===== src/sv/lbt_pkg.sv =====
// Shared status codes, register indexes and constants of the listen-before-talk gate.
`default_nettype none
package lbt_pkg;

  // Result status codes
  localparam logic [2:0] ST_CLEAR    = 3'd0;
  localparam logic [2:0] ST_BUSY     = 3'd1;
  localparam logic [2:0] ST_BACKOFF  = 3'd2;
  localparam logic [2:0] ST_ERROR    = 3'd3;
  localparam logic [2:0] ST_DISABLED = 3'd4;
  localparam logic [2:0] ST_QUERY    = 3'd5;

  // Command codes
  localparam logic CMD_QUERY = 1'b0;
  localparam logic CMD_CHECK = 1'b1;

  // Carrier-detect outcome codes
  localparam logic [1:0] CAD_CLEAR    = 2'd0;
  localparam logic [1:0] CAD_DETECTED = 2'd1;
  localparam logic [1:0] CAD_ERROR    = 2'd2;
  localparam logic [1:0] CAD_TIMEOUT  = 2'd3;

  // Configuration register indexes
  localparam logic [7:0] REG_LBT_ENABLE  = 8'd0;
  localparam logic [7:0] REG_RSSI_LIMIT  = 8'd1;
  localparam logic [7:0] REG_BACKOFF_CAP = 8'd2;
  localparam logic [7:0] REG_DETECT_LEN  = 8'd3;

  // Backoff and signal-strength constants
  localparam logic [15:0] BASE_BACKOFF_MS = 16'd10;
  localparam logic [2:0]  MAX_SHIFT       = 3'd6;
  localparam logic [7:0]  ATTEMPT_LIMIT   = 8'hFF;
  localparam logic [9:0]  RSSI_OFFSET     = 10'd157;

  // Register reset values
  localparam logic        RESET_LBT_ENABLE  = 1'b1;
  localparam logic [7:0]  RESET_THRESHOLD   = 8'hA6;
  localparam logic [15:0] RESET_MAX_BACKOFF = 16'd500;
  localparam logic [7:0]  RESET_CAD_SYMBOLS = 8'd4;

endpackage
`default_nettype wire


===== src/sv/listen_before_talk_backoff.sv =====
// Listen-before-talk channel-access gate with exponential backoff.
//
//   channel  direction  handshake           payload
//   in       sink       in_valid/in_stall   command now_ms cad_outcome rx_entry_ok rssi_raw
//   out      source     out_valid/out_stall status backoff_remaining_ms tx_abort
//   cfg      sink       cfg_valid/cfg_ready cfg_index cfg_data
//
// An accepted transaction is captured in the input register and then passes the decision logic
// into the result register, where its result is shown with out_valid.
// With no stall one transaction is accepted every cycle.
// Backoff state is updated as an item moves into the result register, so the next item
// sees it. Reset clears the state, the pipeline and the registers to their defaults.
// A stalled result holds the result register; once the input register is also full it
// holds too and in_stall rises.
`default_nettype none
module listen_before_talk_backoff (
  input  wire logic        clk,
  input  wire logic        rst,
  // input channel
  input  wire logic        in_valid,
  output logic             in_stall,
  input  wire logic        command,
  input  wire logic [31:0] now_ms,
  input  wire logic [1:0]  cad_outcome,
  input  wire logic        rx_entry_ok,
  input  wire logic [7:0]  rssi_raw,
  // output channel
  output logic             out_valid,
  input  wire logic        out_stall,
  output logic [2:0]       status,
  output logic [15:0]      backoff_remaining_ms,
  output logic             tx_abort,
  // configuration channel
  input  wire logic        cfg_valid,
  output logic             cfg_ready,
  input  wire logic [7:0]  cfg_index,
  input  wire logic [15:0] cfg_data
);

  // Configuration registers
  logic        lbt_enable;
  logic [7:0]  rssi_limit;
  logic [15:0] backoff_cap;
  logic [7:0]  detect_len;

  // Backoff state
  logic [31:0] backoff_deadline;
  logic [7:0]  attempt_count;
  logic        backoff_armed;
  logic [31:0] backoff_deadline_next;
  logic [7:0]  attempt_count_next;
  logic        backoff_armed_next;

  // Input register
  logic        s1_valid;
  logic        s1_command;
  logic [31:0] s1_now;
  logic [1:0]  s1_cad;
  logic        s1_rx_ok;
  logic [7:0]  s1_rssi;

  // Decision signals
  logic        s1_move;
  logic [31:0] diff_fwd;
  logic [31:0] diff_back;
  logic [15:0] rem_old;
  logic [2:0]  shift;
  logic [15:0] len_raw;
  logic [15:0] len;
  logic signed [9:0] rssi_level;
  logic signed [9:0] thr;
  logic        rssi_busy;
  logic        busy;
  logic [2:0]  status_next;
  logic [15:0] remaining_next;
  logic        abort_next;

  assign cfg_ready = 1'b1;

  // Move the input register on when the result register is free or being taken
  assign s1_move  = s1_valid && (!out_valid || !out_stall);
  assign in_stall = s1_valid && !s1_move;

  // Write configuration registers
  always_ff @(posedge clk) begin
    if (rst) begin
      lbt_enable  <= lbt_pkg::RESET_LBT_ENABLE;
      rssi_limit  <= lbt_pkg::RESET_THRESHOLD;
      backoff_cap <= lbt_pkg::RESET_MAX_BACKOFF;
      detect_len  <= lbt_pkg::RESET_CAD_SYMBOLS;
    end else if (cfg_valid && cfg_ready) begin
      case (cfg_index)
        lbt_pkg::REG_LBT_ENABLE:  lbt_enable  <= cfg_data[0];
        lbt_pkg::REG_RSSI_LIMIT:  rssi_limit  <= cfg_data[7:0];
        lbt_pkg::REG_BACKOFF_CAP: backoff_cap <= cfg_data;
        lbt_pkg::REG_DETECT_LEN:  detect_len  <= cfg_data[7:0];
        default: ;
      endcase
    end
  end

  // Capture an accepted transaction into the input register
  always_ff @(posedge clk) begin
    if (rst) begin
      s1_valid <= 1'b0;
    end else if (!in_stall) begin
      s1_valid <= in_valid;
    end
  end

  always_ff @(posedge clk) begin
    if (!in_stall && in_valid) begin
      s1_command <= command;
      s1_now     <= now_ms;
      s1_cad     <= cad_outcome;
      s1_rx_ok   <= rx_entry_ok;
      s1_rssi    <= rssi_raw;
    end
  end

  // Remaining backoff under the current state
  assign diff_fwd  = s1_now - backoff_deadline;
  assign diff_back = backoff_deadline - s1_now;
  always_comb begin
    if (!backoff_armed || !diff_fwd[31]) begin
      rem_old = 16'd0;
    end else if (diff_back[31:16] != 16'd0) begin
      rem_old = 16'hFFFF;
    end else begin
      rem_old = diff_back[15:0];
    end
  end

  // Backoff length: base shifted by the clamped attempt count, capped at the maximum
  assign shift   = (attempt_count > 8'(lbt_pkg::MAX_SHIFT)) ? lbt_pkg::MAX_SHIFT
                                                            : attempt_count[2:0];
  assign len_raw = lbt_pkg::BASE_BACKOFF_MS << shift;
  assign len     = (len_raw > backoff_cap) ? backoff_cap : len_raw;

  // Signal strength against threshold
  assign rssi_level = $signed({2'b00, s1_rssi} - lbt_pkg::RSSI_OFFSET);
  assign thr        = $signed({{2{rssi_limit[7]}}, rssi_limit});
  assign rssi_busy  = rssi_level > thr;

  // Judge the channel and work out the next state
  always_comb begin
    status_next           = lbt_pkg::ST_CLEAR;
    abort_next            = 1'b0;
    busy                  = 1'b0;
    backoff_deadline_next = backoff_deadline;
    attempt_count_next    = attempt_count;
    backoff_armed_next    = backoff_armed;
    if (s1_command == lbt_pkg::CMD_QUERY) begin
      status_next = lbt_pkg::ST_QUERY;
    end else if (!lbt_enable) begin
      status_next = lbt_pkg::ST_DISABLED;
    end else if (rem_old != 16'd0) begin
      status_next = lbt_pkg::ST_BACKOFF;
      abort_next  = 1'b1;
    end else begin
      if (detect_len != 8'd0 && s1_cad == lbt_pkg::CAD_DETECTED) begin
        busy = 1'b1;
      end else if (detect_len != 8'd0 && s1_cad != lbt_pkg::CAD_CLEAR) begin
        status_next = lbt_pkg::ST_ERROR;
      end else if (!s1_rx_ok) begin
        status_next = lbt_pkg::ST_ERROR;
      end else if (rssi_busy) begin
        busy = 1'b1;
      end
      if (busy) begin
        status_next           = lbt_pkg::ST_BUSY;
        abort_next            = 1'b1;
        backoff_deadline_next = s1_now + {16'd0, len};
        backoff_armed_next    = 1'b1;
        if (attempt_count != lbt_pkg::ATTEMPT_LIMIT) begin
          attempt_count_next = attempt_count + 8'd1;
        end
      end else if (status_next == lbt_pkg::ST_CLEAR) begin
        backoff_deadline_next = 32'd0;
        attempt_count_next    = 8'd0;
        backoff_armed_next    = 1'b0;
      end
    end
  end

  // A fresh backoff leaves its full length; otherwise the old remainder stands
  assign remaining_next = busy ? len : rem_old;

  // Advance the backoff state as a transaction leaves the input register
  always_ff @(posedge clk) begin
    if (rst) begin
      backoff_deadline <= 32'd0;
      attempt_count    <= 8'd0;
      backoff_armed    <= 1'b0;
    end else if (s1_move) begin
      backoff_deadline <= backoff_deadline_next;
      attempt_count    <= attempt_count_next;
      backoff_armed    <= backoff_armed_next;
    end
  end

  // Result register
  always_ff @(posedge clk) begin
    if (rst) begin
      out_valid <= 1'b0;
    end else if (!out_valid || !out_stall) begin
      out_valid <= s1_valid;
    end
  end

  always_ff @(posedge clk) begin
    if (s1_move) begin
      status               <= status_next;
      backoff_remaining_ms <= remaining_next;
      tx_abort             <= abort_next;
    end
  end

endmodule
`default_nettype wire


===== config.mk =====
export PLATFORM = sky130hd
export DESIGN_NAME = listen_before_talk_backoff
export DESIGN_NICKNAME = d
export VERILOG_FILES = /design/src/sv/lbt_pkg.sv /design/src/sv/listen_before_talk_backoff.sv
export SDC_FILE = /design/constraint.sdc
export NUM_CORES = 1
export LEC_CHECK = 0
export BUFFER_PORTS_ARGS = -buffer_cell sky130_fd_sc_hd__clkbuf_2
export CORE_UTILIZATION = 60
export CTS_CLUSTER_DIAMETER = 60
export DETAILED_ROUTE_END_ITERATION = 16
export PLACE_DENSITY = 0.81
export SYNTH_ARGS = -nofsm -noshare
export SYNTH_HDL_FRONTEND = slang
export SYNTH_SLANG_ARGS = --single-unit

===== constraint.sdc =====
create_clock -name clk -period 6.65 [get_ports clk]
set_input_delay 1.33 -clock clk [delete_from_list [all_inputs] [get_ports clk]]
set_output_delay 1.33 -clock clk [all_outputs]
set_load 0.02 [all_outputs]

Word level (Yosys, flattened, before mapping):

Cells that the tools add are included.

* bits in registers: 140
* latch bits: 0
* RAM bits: 0
* memory bits (read-only): 0
* bits of input ports: 73
* output and inout bits: 23
* word-level logic and storage cells: 94
* memories kept: 0

* add/subtract/negate cells: 5
* multiply operators: 0
* div/mod/pow operators: 0
* order comparisons: 3
* eq/ne operators: 6
* shifts and indexed selects: 1
* mux-type cells: 33
* bitwise logic cells: 1
* reductions and logical operators: 27

Operators by type and width (number)
* 2-to-1 mux 16 bit: 4
* 2-to-1 mux 32 bit: 2
* subtractor 32 bit: 2
* adder 32 x 16 -> 32 bit: 1
* nonzero test 16 bit: 2
* 2-to-1 mux 8 bit: 3
* 2-to-1 mux 3 bit: 6
* == test 8 x 2 -> 1 bit (second input constant): 2
* greater-than comparator 16 bit: 1
* << shifter 4 x 3 -> 16 bit (first input constant): 1
* 2-to-1 mux 1 bit: 15
* AND reduction 2 bit: 5
* greater-than comparator 9 x 8 -> 1 bit: 1
* subtractor 8 x 8 -> 9 bit (second input constant): 1
* adder 8 x 1 -> 8 bit (second input constant): 1
* == test 8 x 1 -> 1 bit (second input constant): 1
* greater-than comparator 8 x 3 -> 1 bit (second input constant): 1
* zero test 8 bit: 1
* inequality test 8 bit (second input constant): 1
* nonzero test 8 bit: 1
* zero test 1 bit: 6
* 2-to-1 mux 2 bit: 3
* AND reduction 6 bit: 1
* logical AND 1 bit: 5
* other kinds (7): 9

Longest topological paths before layout:

Gate-level depths: netlist of the first run.

* depth in word-level cells: 13
* depth in mapped cells: 28

Least setup slack after synthesis of the first run:

OpenSTA, ideal clock, no wires.

* path type: register -> register
* start: register attempt_count[7]
* end: register backoff_deadline[21]
* library setup time: 70 ps
* data arrival time: 6064 ps
* slack: 516 ps
* cell stages (with the launch flop): 27
* buffers on the path: 1
* clock period less this slack: 6134 ps
* cells stage by stage: dfxtp_1 > nor3_1 > nand2_1 > nor4_1 > ha_1 > nor2b_1 > o21a_1 > o21a_1 > o21a_1 > o21a_1 > o21a_1 > o21a_1 > o21ai_0 > a21o_1 > clkbuf_1 > mux2_2 > ha_1 > a21o_1 > a21oi_1 > o21ai_0 > o311ai_0 > a21oi_1 > o311ai_1 > nor3_1 > xnor2_1 > or4_1 > a21oi_1

* cells in the longest elaborated chain, start to end: 7

RTL lines
* start: declaration: line listen_before_talk_backoff.sv:48 `logic [7:0] attempt_count;`
* start signal: assignment: line listen_before_talk_backoff.sv:197 `attempt_count <= attempt_count_next;`
* greater-than comparator 8 x 3 -> 1 bit *: line listen_before_talk_backoff.sv:135 `assign shift = (attempt_count > 8'(lbt_pkg::MAX_SHIFT)) ? lbt_pkg::MAX_SHIFT`
* 2-to-1 mux 3 bit *: line listen_before_talk_backoff.sv:135
* << shifter 4 x 3 -> 16 bit *: line listen_before_talk_backoff.sv:137 `assign len_raw = lbt_pkg::BASE_BACKOFF_MS << shift;`
* greater-than comparator 16 bit: line listen_before_talk_backoff.sv:138 `assign len = (len_raw > backoff_cap) ? backoff_cap : len_raw;`
* 2-to-1 mux 16 bit *: line listen_before_talk_backoff.sv:138
* adder 32 x 16 -> 32 bit *: line listen_before_talk_backoff.sv:173 `backoff_deadline_next = s1_now + {16'd0, len};`
* 2-to-1 mux 32 bit *: line listen_before_talk_backoff.sv:170 `if (busy) begin`
* end signal: assignment: line listen_before_talk_backoff.sv:196 `backoff_deadline <= backoff_deadline_next;`
* end: declaration: line listen_before_talk_backoff.sv:47 `logic [31:0] backoff_deadline;`

Every way passes the cells marked *; elsewhere a longest branch is shown, timed or not.
A chain may end at the register's enable or synchronous reset.

Final worst setup path of the first run:

Same ends and word-level chain as after synthesis.

==> results.md, run 1 <==
- Hold EP: backoff_cap[11]$_SDFFE_PP0P_
- Post-Synth Adder-Cell Area: 13.4%
- Highest Clock Rate: 161 MHz
- Mux contribution to synthesized area: 3.68%
- Full die area: 0.0173 mm2
- FF+latch count, synth: 140
- Peak supply drop: 205 uV
- Final cell count without fillers: 1462
- Hold-fix buffers, CTS: 0
- Clock transition at path regs: 0.07 ns
- Maximum fanout along the worst path: 9
- Avg Vias per Cell: 6.15
- Syn avg cell area: 8.68 um2
- Row Count: 46
- Gr usage total: 31.2%
- CTS Buf Count: 17
- Chip Width: 131 um
- Initial Util: 62.3%
- First-pass GRT wire length: 42800 um
- EDFF count, synth: 64
- Placed insts: 1430
- Worst Setup Start Kind: flop
- Total gr overflow: 0
- CTS sink count: 140
- Core area: 0.0161 mm2
- Worst reg2reg setup slack: 0.45 ns
- Final wirelength: 26500 um
- RR Endpoint: backoff_deadline[21]$_SDFFE_PP0P_
- I/O Pins: 96
- HP Class: reg2reg
- CP delay by family, top: compound AO/OA/AOI/OAI gates
- Number of antenna violations at the first check in global routing: 0
- PortBufs: 94
- RSZ-0062 raised after global routing: false
- DR vias: 8985
- RR Startpoint: attempt_count[7]$_SDFFE_PP0P_
- FF/Latch Area: 0.00344 mm2
- Post-synth ARST share: 0%
- Simple-gate share of the synthesized area: 17.5%
- PwrDens: 194 mW/mm2
- Hold Startpoint: backoff_cap[11]$_SDFFE_PP0P_
- CTS max path bufs: 2
- Avg WL per Cell: 18.1 um
- Area Growth Syn to Fin: 12.4%
- Cell Area, Synth: 0.0100 mm2
- Synthesized netlist cell count: 1157
- Final setup viols: 0
- R2R depth: 26
- WHS Path Cells: 2
- Starting DRT DRC Count: 799
- Slowest cell delay on critical path: 0.44 ns
- Final worst path period share: 93.2%
- Clock Tree Root: clkbuf_16
- MaxCap Viol Count: 0
- Largest family of logic cells by synthesized area: compound AO/OA/AOI/OAI gates
- Ys Warns: 0
- Relative slew margins: 44.3%
- RePlAce Congestion: 0.947
- N_diodes: 0
- Worst Setup Path Type: reg2reg
- CTS tree: done
- Final slew viol count: 0
- Critical path buffer and inverter count: 1
- HPWL after DPL: 19600 um
- Fill cell count: 1271
- Nets: 1412
- Final Hold Violating Endpoints: 0
- Most common cell after layout, fill and taps aside: ha_1
- Area of the multi-input gates: 0.00606 mm2
- Seq/Total Area, Yosys: 34.3%
- Final ANT Viol Nets: 0
- Least-Margin Pin Slew: 0.833 ns
- Netlist cell types: 72
- Synth Area in Compound Gates: 20.3%
- CP Capture Type: flop
- Required @ worst endpoint: 7.02 ns
- Setup Skew: 0.00771 ns
- # H-tree levels: 4
- Worst Path Arrival: 6.57 ns
- Post-synthesis xor/xnor area fraction: 4.88%
- Clock latency on the worst-skew pair: 0.44 ns
- Synth Flop Type: dfxtp_1
- Setup TNS: 0 ns
- Status: complete, no violations
- Share of cells above drive strength 1: 15.1%
- Most frequent cells in the layout: 104 x ha_1, 99 x inv_1, 96 x nor2_1, 93 x clkbuf_2, 87 x nand2_1
- Number of global-route vias before repair: 8679
- P_leak: 0.00489 uW
- Largest net degree at the start of global routing: 56
- Most used cell along the critical path: o21a_1
- Worst path slowest cell: mux2_2
- DRT Pass-1 Iters: 7
- Min Tclk post-route: 6.20 ns
- DRC: 0
- Die Ht: 131 um
worst min-delay path, stage by stage, from the launching register on:
cell and delay (ns):
dfxtp_1 0.31, nand2_1 0.05, a21oi_1 0.05
worst max path at each step:
stage	startpoint	endpoint	slack (ns)	depth (start not counted)
detailed placement	attempt_count[7]$_SDFFE_PP0P_	backoff_deadline[21]$_SDFFE_PP0P_	0.33	26
CTS	attempt_count[7]$_SDFFE_PP0P_	backoff_deadline[21]$_SDFFE_PP0P_	0.28	26
global route	attempt_count[3]$_SDFFE_PP0P_	backoff_deadline[21]$_SDFFE_PP0P_	0.03	26
global placement	attempt_count[7]$_SDFFE_PP0P_	backoff_deadline[21]$_SDFFE_PP0P_	0.44	26
floorplan	attempt_count[7]$_SDFFE_PP0P_	backoff_deadline[21]$_SDFFE_PP0P_	0.52	26
finish	attempt_count[7]$_SDFFE_PP0P_	backoff_deadline[21]$_SDFFE_PP0P_	0.45	26
synth_stat cells, types with 3 or more instances:
library cell,number,area share [%]
a211o_1,16,1.4
a211oi_1,11,0.82
a21o_1,17,1.3
a21oi_1,87,4.3
a31o_2,19,1.7
a31oi_1,17,1.1
and2_1,7,0.44
and3_1,9,0.56
and4_1,4,0.35
buf_1,3,0.11
buf_2,11,0.55
buf_4,3,0.22
clkbuf_1,34,1.3
dfxtp_1,76,15
edfxtp_1,64,19
ha_1,104,13
inv_1,99,3.7
mux2_2,14,1.6
mux2i_1,20,2.0
nand2_1,87,3.3
nand2b_1,17,1.1
nand3_1,35,1.7
nand4_1,20,1.2
nor2_1,97,3.6
nor2b_1,13,0.81
nor3_1,42,2.1
nor3b_1,3,0.22
nor4_1,9,0.56
o2111ai_1,3,0.26
o211ai_1,10,0.75
o21a_1,18,1.3
o21ai_0,51,2.5
o21ai_1,3,0.15
o21bai_1,4,0.30
o31a_1,3,0.26
o31ai_1,20,1.5
o41ai_1,4,0.35
or3_1,4,0.25
or4_1,4,0.30
xnor2_1,37,3.2
xor2_1,19,1.7
cell type report:
cell class,count,share of cell area (%)
Multi-Input combinational cell,870,53.6
Sequential cell,140,30.5
Timing Repair Buffer,105,4.90
Clock buffer,17,3.77
Inverter,99,3.29
Tap cell,216,2.39
Clock inverter,15,1.51
sequential cells by signal, indices dropped and copies added (netlist names):
signal                flops
attempt_count             8
s1_now                   32
lbt_enable                1
rssi_limit                8
backoff_cap              16
backoff_remaining_ms     16
detect_len                8
s1_rx_ok                  1
s1_cad                    2
backoff_deadline         32
out_valid                 1
s1_valid                  1
s1_command                1
tx_abort                  1
status                    3
s1_rssi                   8
backoff_armed             1
repair_timing:
| action | 4_1_cts | 5_1_grt |
|---|---|---|
| setup endpoints to repair | 0 | 7 |
| buffers inserted | 0 | 0 |
| resized for setup | 0 | 2 |
routing by layer:
layer	vias to the layer above	GRT usage (%)	share of wire [%]	wire, um
met1	4189	40.1	43	11300
met2	419	51.7	47	12400
met4	0	11.4	2.6	691
met5	-	0	0	0
met3	62	6.25	8.0	2120
li1	4315	-	-	-
logic make-up after synthesis:
group,Yosys count
AOI/OAI and AO/OA,305
xor gates and xnor gates,56
adders and majority gates,106
buffers and inverters,151
DFF,140
muxes,35
other,2
and+or+nand+nor,362
stage by stage:
stage | setup slack (ns) | total power, uW | cell area [um2] | utilization [%] | hold slack, ns
2_1_floorplan | 0.516 | 1160 | 10100 | - | 0.435
3_3_place_gp | 0.435 | 1240 | 10700 | 66.3 | 0.444
3_5_place_dp | 0.329 | 1240 | 10700 | 66.3 | 0.451
4_1_cts | 0.275 | 2200 | 11300 | 70.0 | 0.461
5_1_grt | 0.0337 | 2270 | 11300 | 70.1 | 0.481
6_report | 0.450 | 2190 | 11300 | 70.1 | 0.459
where the power goes:
part           total, uW  switching, uW  internal, uW
logic                283            173           110
clock network        960            453           506
registers            952           23.9           928
(Power assumes the default switching activity.)
==> run 2: changes to the inputs <==
BUFFER_PORTS_ARGS = -buffer_cell sky130_fd_sc_hd__buf_4   (was -buffer_cell sky130_fd_sc_hd__clkbuf_2)
==> results.md, run 2 (synthesis gave the netlist of run 1 again) <==
- Status: complete, no violations
- Most Crowded Layer GR: met2
- GRT met1 Usage: 39.6% (-0.51 points)
- Final setup viols: 0 (unchanged)
- RePlAce Congestion: 0.961 (+1.5%)
- Worst Path Arrival: 6.60 ns (+0.03 ns)
- Final Hold Violating Endpoints: 0 (unchanged)
- Worst Setup Path Type: reg2reg
- Area after DPL: 0.0109 mm2 (+2.1%)
- DR vias: 9042 (+0.63%)
- Relative slew margins: 32.5% (-12 points)
- Min Tclk post-route: 6.25 ns (+0.0462 ns)
- Most frequent cells in the layout: 104 x ha_1, 103 x buf_4, 99 x inv_1, 96 x nor2_1, 87 x nand2_1
- HPWL after DPL: 20000 um (+2.0%)
- PortBufs: 94 (unchanged)
- Most common cell after layout, fill and taps aside: ha_1
- Biggest regs: backoff_deadline (32), s1_now (32)
- Avg WL per Cell: 18.5 um (+2.1%)
- Hold WS: 0.457 ns (-0.00129 ns)
- Chip Width: 131 um (unchanged)
- Clock latency on the worst-skew pair: 0.43 ns (about the same)
- Least-Margin Pin Slew: 1.01 ns (+0.180 ns)
- Avg Vias per Cell: 6.19 (+0.77%)
- Gr usage total: 31.3% (+0.18 points)
- Hold-fix buffers, CTS: 0 (unchanged)
- PwrDens: 194 mW/mm2 (-0.18%)
- MaxCap Viol Count: 0 (unchanged)
- CTS max path bufs: 2 (unchanged)
- Total gr overflow: 0 (unchanged)
- DRT Pass-1 Iters: 13 (+6)
- Number of global-route vias before repair: 8629 (-0.58%)
- Clock Tree Root: clkbuf_16
- Maximum fanout along the worst path: 11 (+2)
- Post-CTS Setup Bufs: 0 (unchanged)
- Share of cells above drive strength 1: 15.0% (-0.056 points)
- Worst Setup Start Kind: flop
- Final ANT Viol Nets: 0 (unchanged)
- Met3 usage: 6.25% (unchanged)
- Met2 usage: 52.6% (+0.83 points)
- Post-route cell area: 0.0115 mm2 (+2.0%)
- First-pass GRT wire length: 43000 um (+0.50%)
- Die Ht: 131 um (unchanged)
- I/O Pins: 96 (unchanged)
- Highest Clock Rate: 160 MHz (-0.74%)
- Initial Util: 62.3% (unchanged)
- Required @ worst endpoint: 7.00 ns (-0.02 ns)
- Final slew viol count: 0 (unchanged)
- Worst slack at placement: 0.247 ns (-0.0812 ns)
- Starting DRT DRC Count: 851 (+6.5%)
- CTS tree: done
- RSZ-0062 raised after global routing: false
- Fill cell count: 1271 (unchanged)
- Setup Skew: 0.0102 ns (+0.00250 ns)
- Fin worst setup slack: 0.404 ns (-0.0462 ns)
- CTS Buf Count: 17 (unchanged)
- HP Class: reg2reg
- Area Growth Syn to Fin: 14.7%
- P_leak: 0.00495 uW (+1.3%)
- Largest net degree at the start of global routing: 98 (+75%)
- Final wirelength: 27000 um (+2.0%)
- Cts repair resizes: 0 (unchanged)
- Number of antenna violations at the first check in global routing: 0 (unchanged)
- Peak supply drop: 201 uV (-1.7%)
- CTS sink count: 140 (unchanged)
- DRC: 0 (unchanged)
- CP Capture Type: flop
- N_diodes: 0 (unchanged)
- Core area: 0.0161 mm2 (unchanged)
- Clock transition at path regs: 0.07 ns (about the same)
- # H-tree levels: 4 (unchanged)
- Full die area: 0.0173 mm2 (unchanged)
- Nets: 1410 (-0.14%)
- Row Count: 46 (unchanged)
- Setup TNS: 0 ns (unchanged)
- Final worst path period share: 93.9% (+0.70 points)
-- run 2: cell count changes in the layout (fill, tap and decap cells not counted), sizes merged --
cell / delta
clkinvlp: -1
buf: +91
bufinv: +2
clkbuf: -93
inv: -2
clkinv: +1
-- run 2: area by class of cell --
cell class	count	area (um2)	share of cell area [%]
multi-input combinational	870	6060	52.6
clock buffer	17	425	3.69
inverter	99	372	3.23
clock inverter	15	178	1.54
timing repair buffer	103	773	6.71
tap	216	270	2.35
sequential	140	3440	29.9
-- run 2: worst paths after layout --
check / startpoint / end / slack (ns) / cells past startpoint
setup / recovery: attempt_count[7]$_SDFFE_PP0P_ / backoff_deadline[21]$_SDFFE_PP0P_ / 0.40 / 26
hold reg to reg: backoff_cap[14]$_SDFFE_PP0P_ / backoff_cap[14]$_SDFFE_PP0P_ / 0.46 / 2
setup reg to reg: attempt_count[7]$_SDFFE_PP0P_ / backoff_deadline[21]$_SDFFE_PP0P_ / 0.40 / 26
hold / removal: backoff_cap[14]$_SDFFE_PP0P_ / backoff_cap[14]$_SDFFE_PP0P_ / 0.46 / 2
-- run 2: per-stage QoR --
stage / std cells / util [%] / total power [uW]
after floorplan: 1161 / - / 1160
after global placement: 1428 / 67.7 / 1250
after detailed placement: 1428 / 67.7 / 1260
after CTS: 1460 / 71.4 / 2240
after global routing: 1460 / 71.5 / 2300
final: 1460 / 71.5 / 2240
-- run 2: layer usage --
metal / vias to the layer above / share of wire [%] / routed length (um)
met3: 71 / 7.8 / 2100
li1: 4305 / - / -
met5: - / 0 / 0
met1: 4269 / 42 / 11300
met4: 0 / 3.1 / 836
met2: 397 / 47 / 12800
-- run 2: where the power goes --
part	internal, uW	switching (uW)	total, uW	leakage (uW)
logic	124	172	296	0.00343
clock network	565	420	986	0.000292
registers	928	24.7	953	0.00123
-- run 2: critical path, stage by stage (launching register included) --
cell	delay, ns
dfxtp_1	0.36
nor3_1	0.27
nand2_1	0.19
nor4_2	0.26
ha_1	0.29
nor2b_1	0.14
o21a_1	0.17
o21a_1	0.16
o21a_1	0.16
o21a_1	0.16
o21a_1	0.17
o21a_1	0.17
o21ai_0	0.16
a21o_2	0.31
mux2_2	0.43
ha_1	0.30
a21o_1	0.19
a21oi_1	0.28
o21ai_0	0.19
o311ai_1	0.38
a21oi_1	0.18
o311ai_1	0.31
buf_4	0.22
nor3_1	0.07
xnor2_1	0.12
or4_1	0.39
a21oi_1	0.15
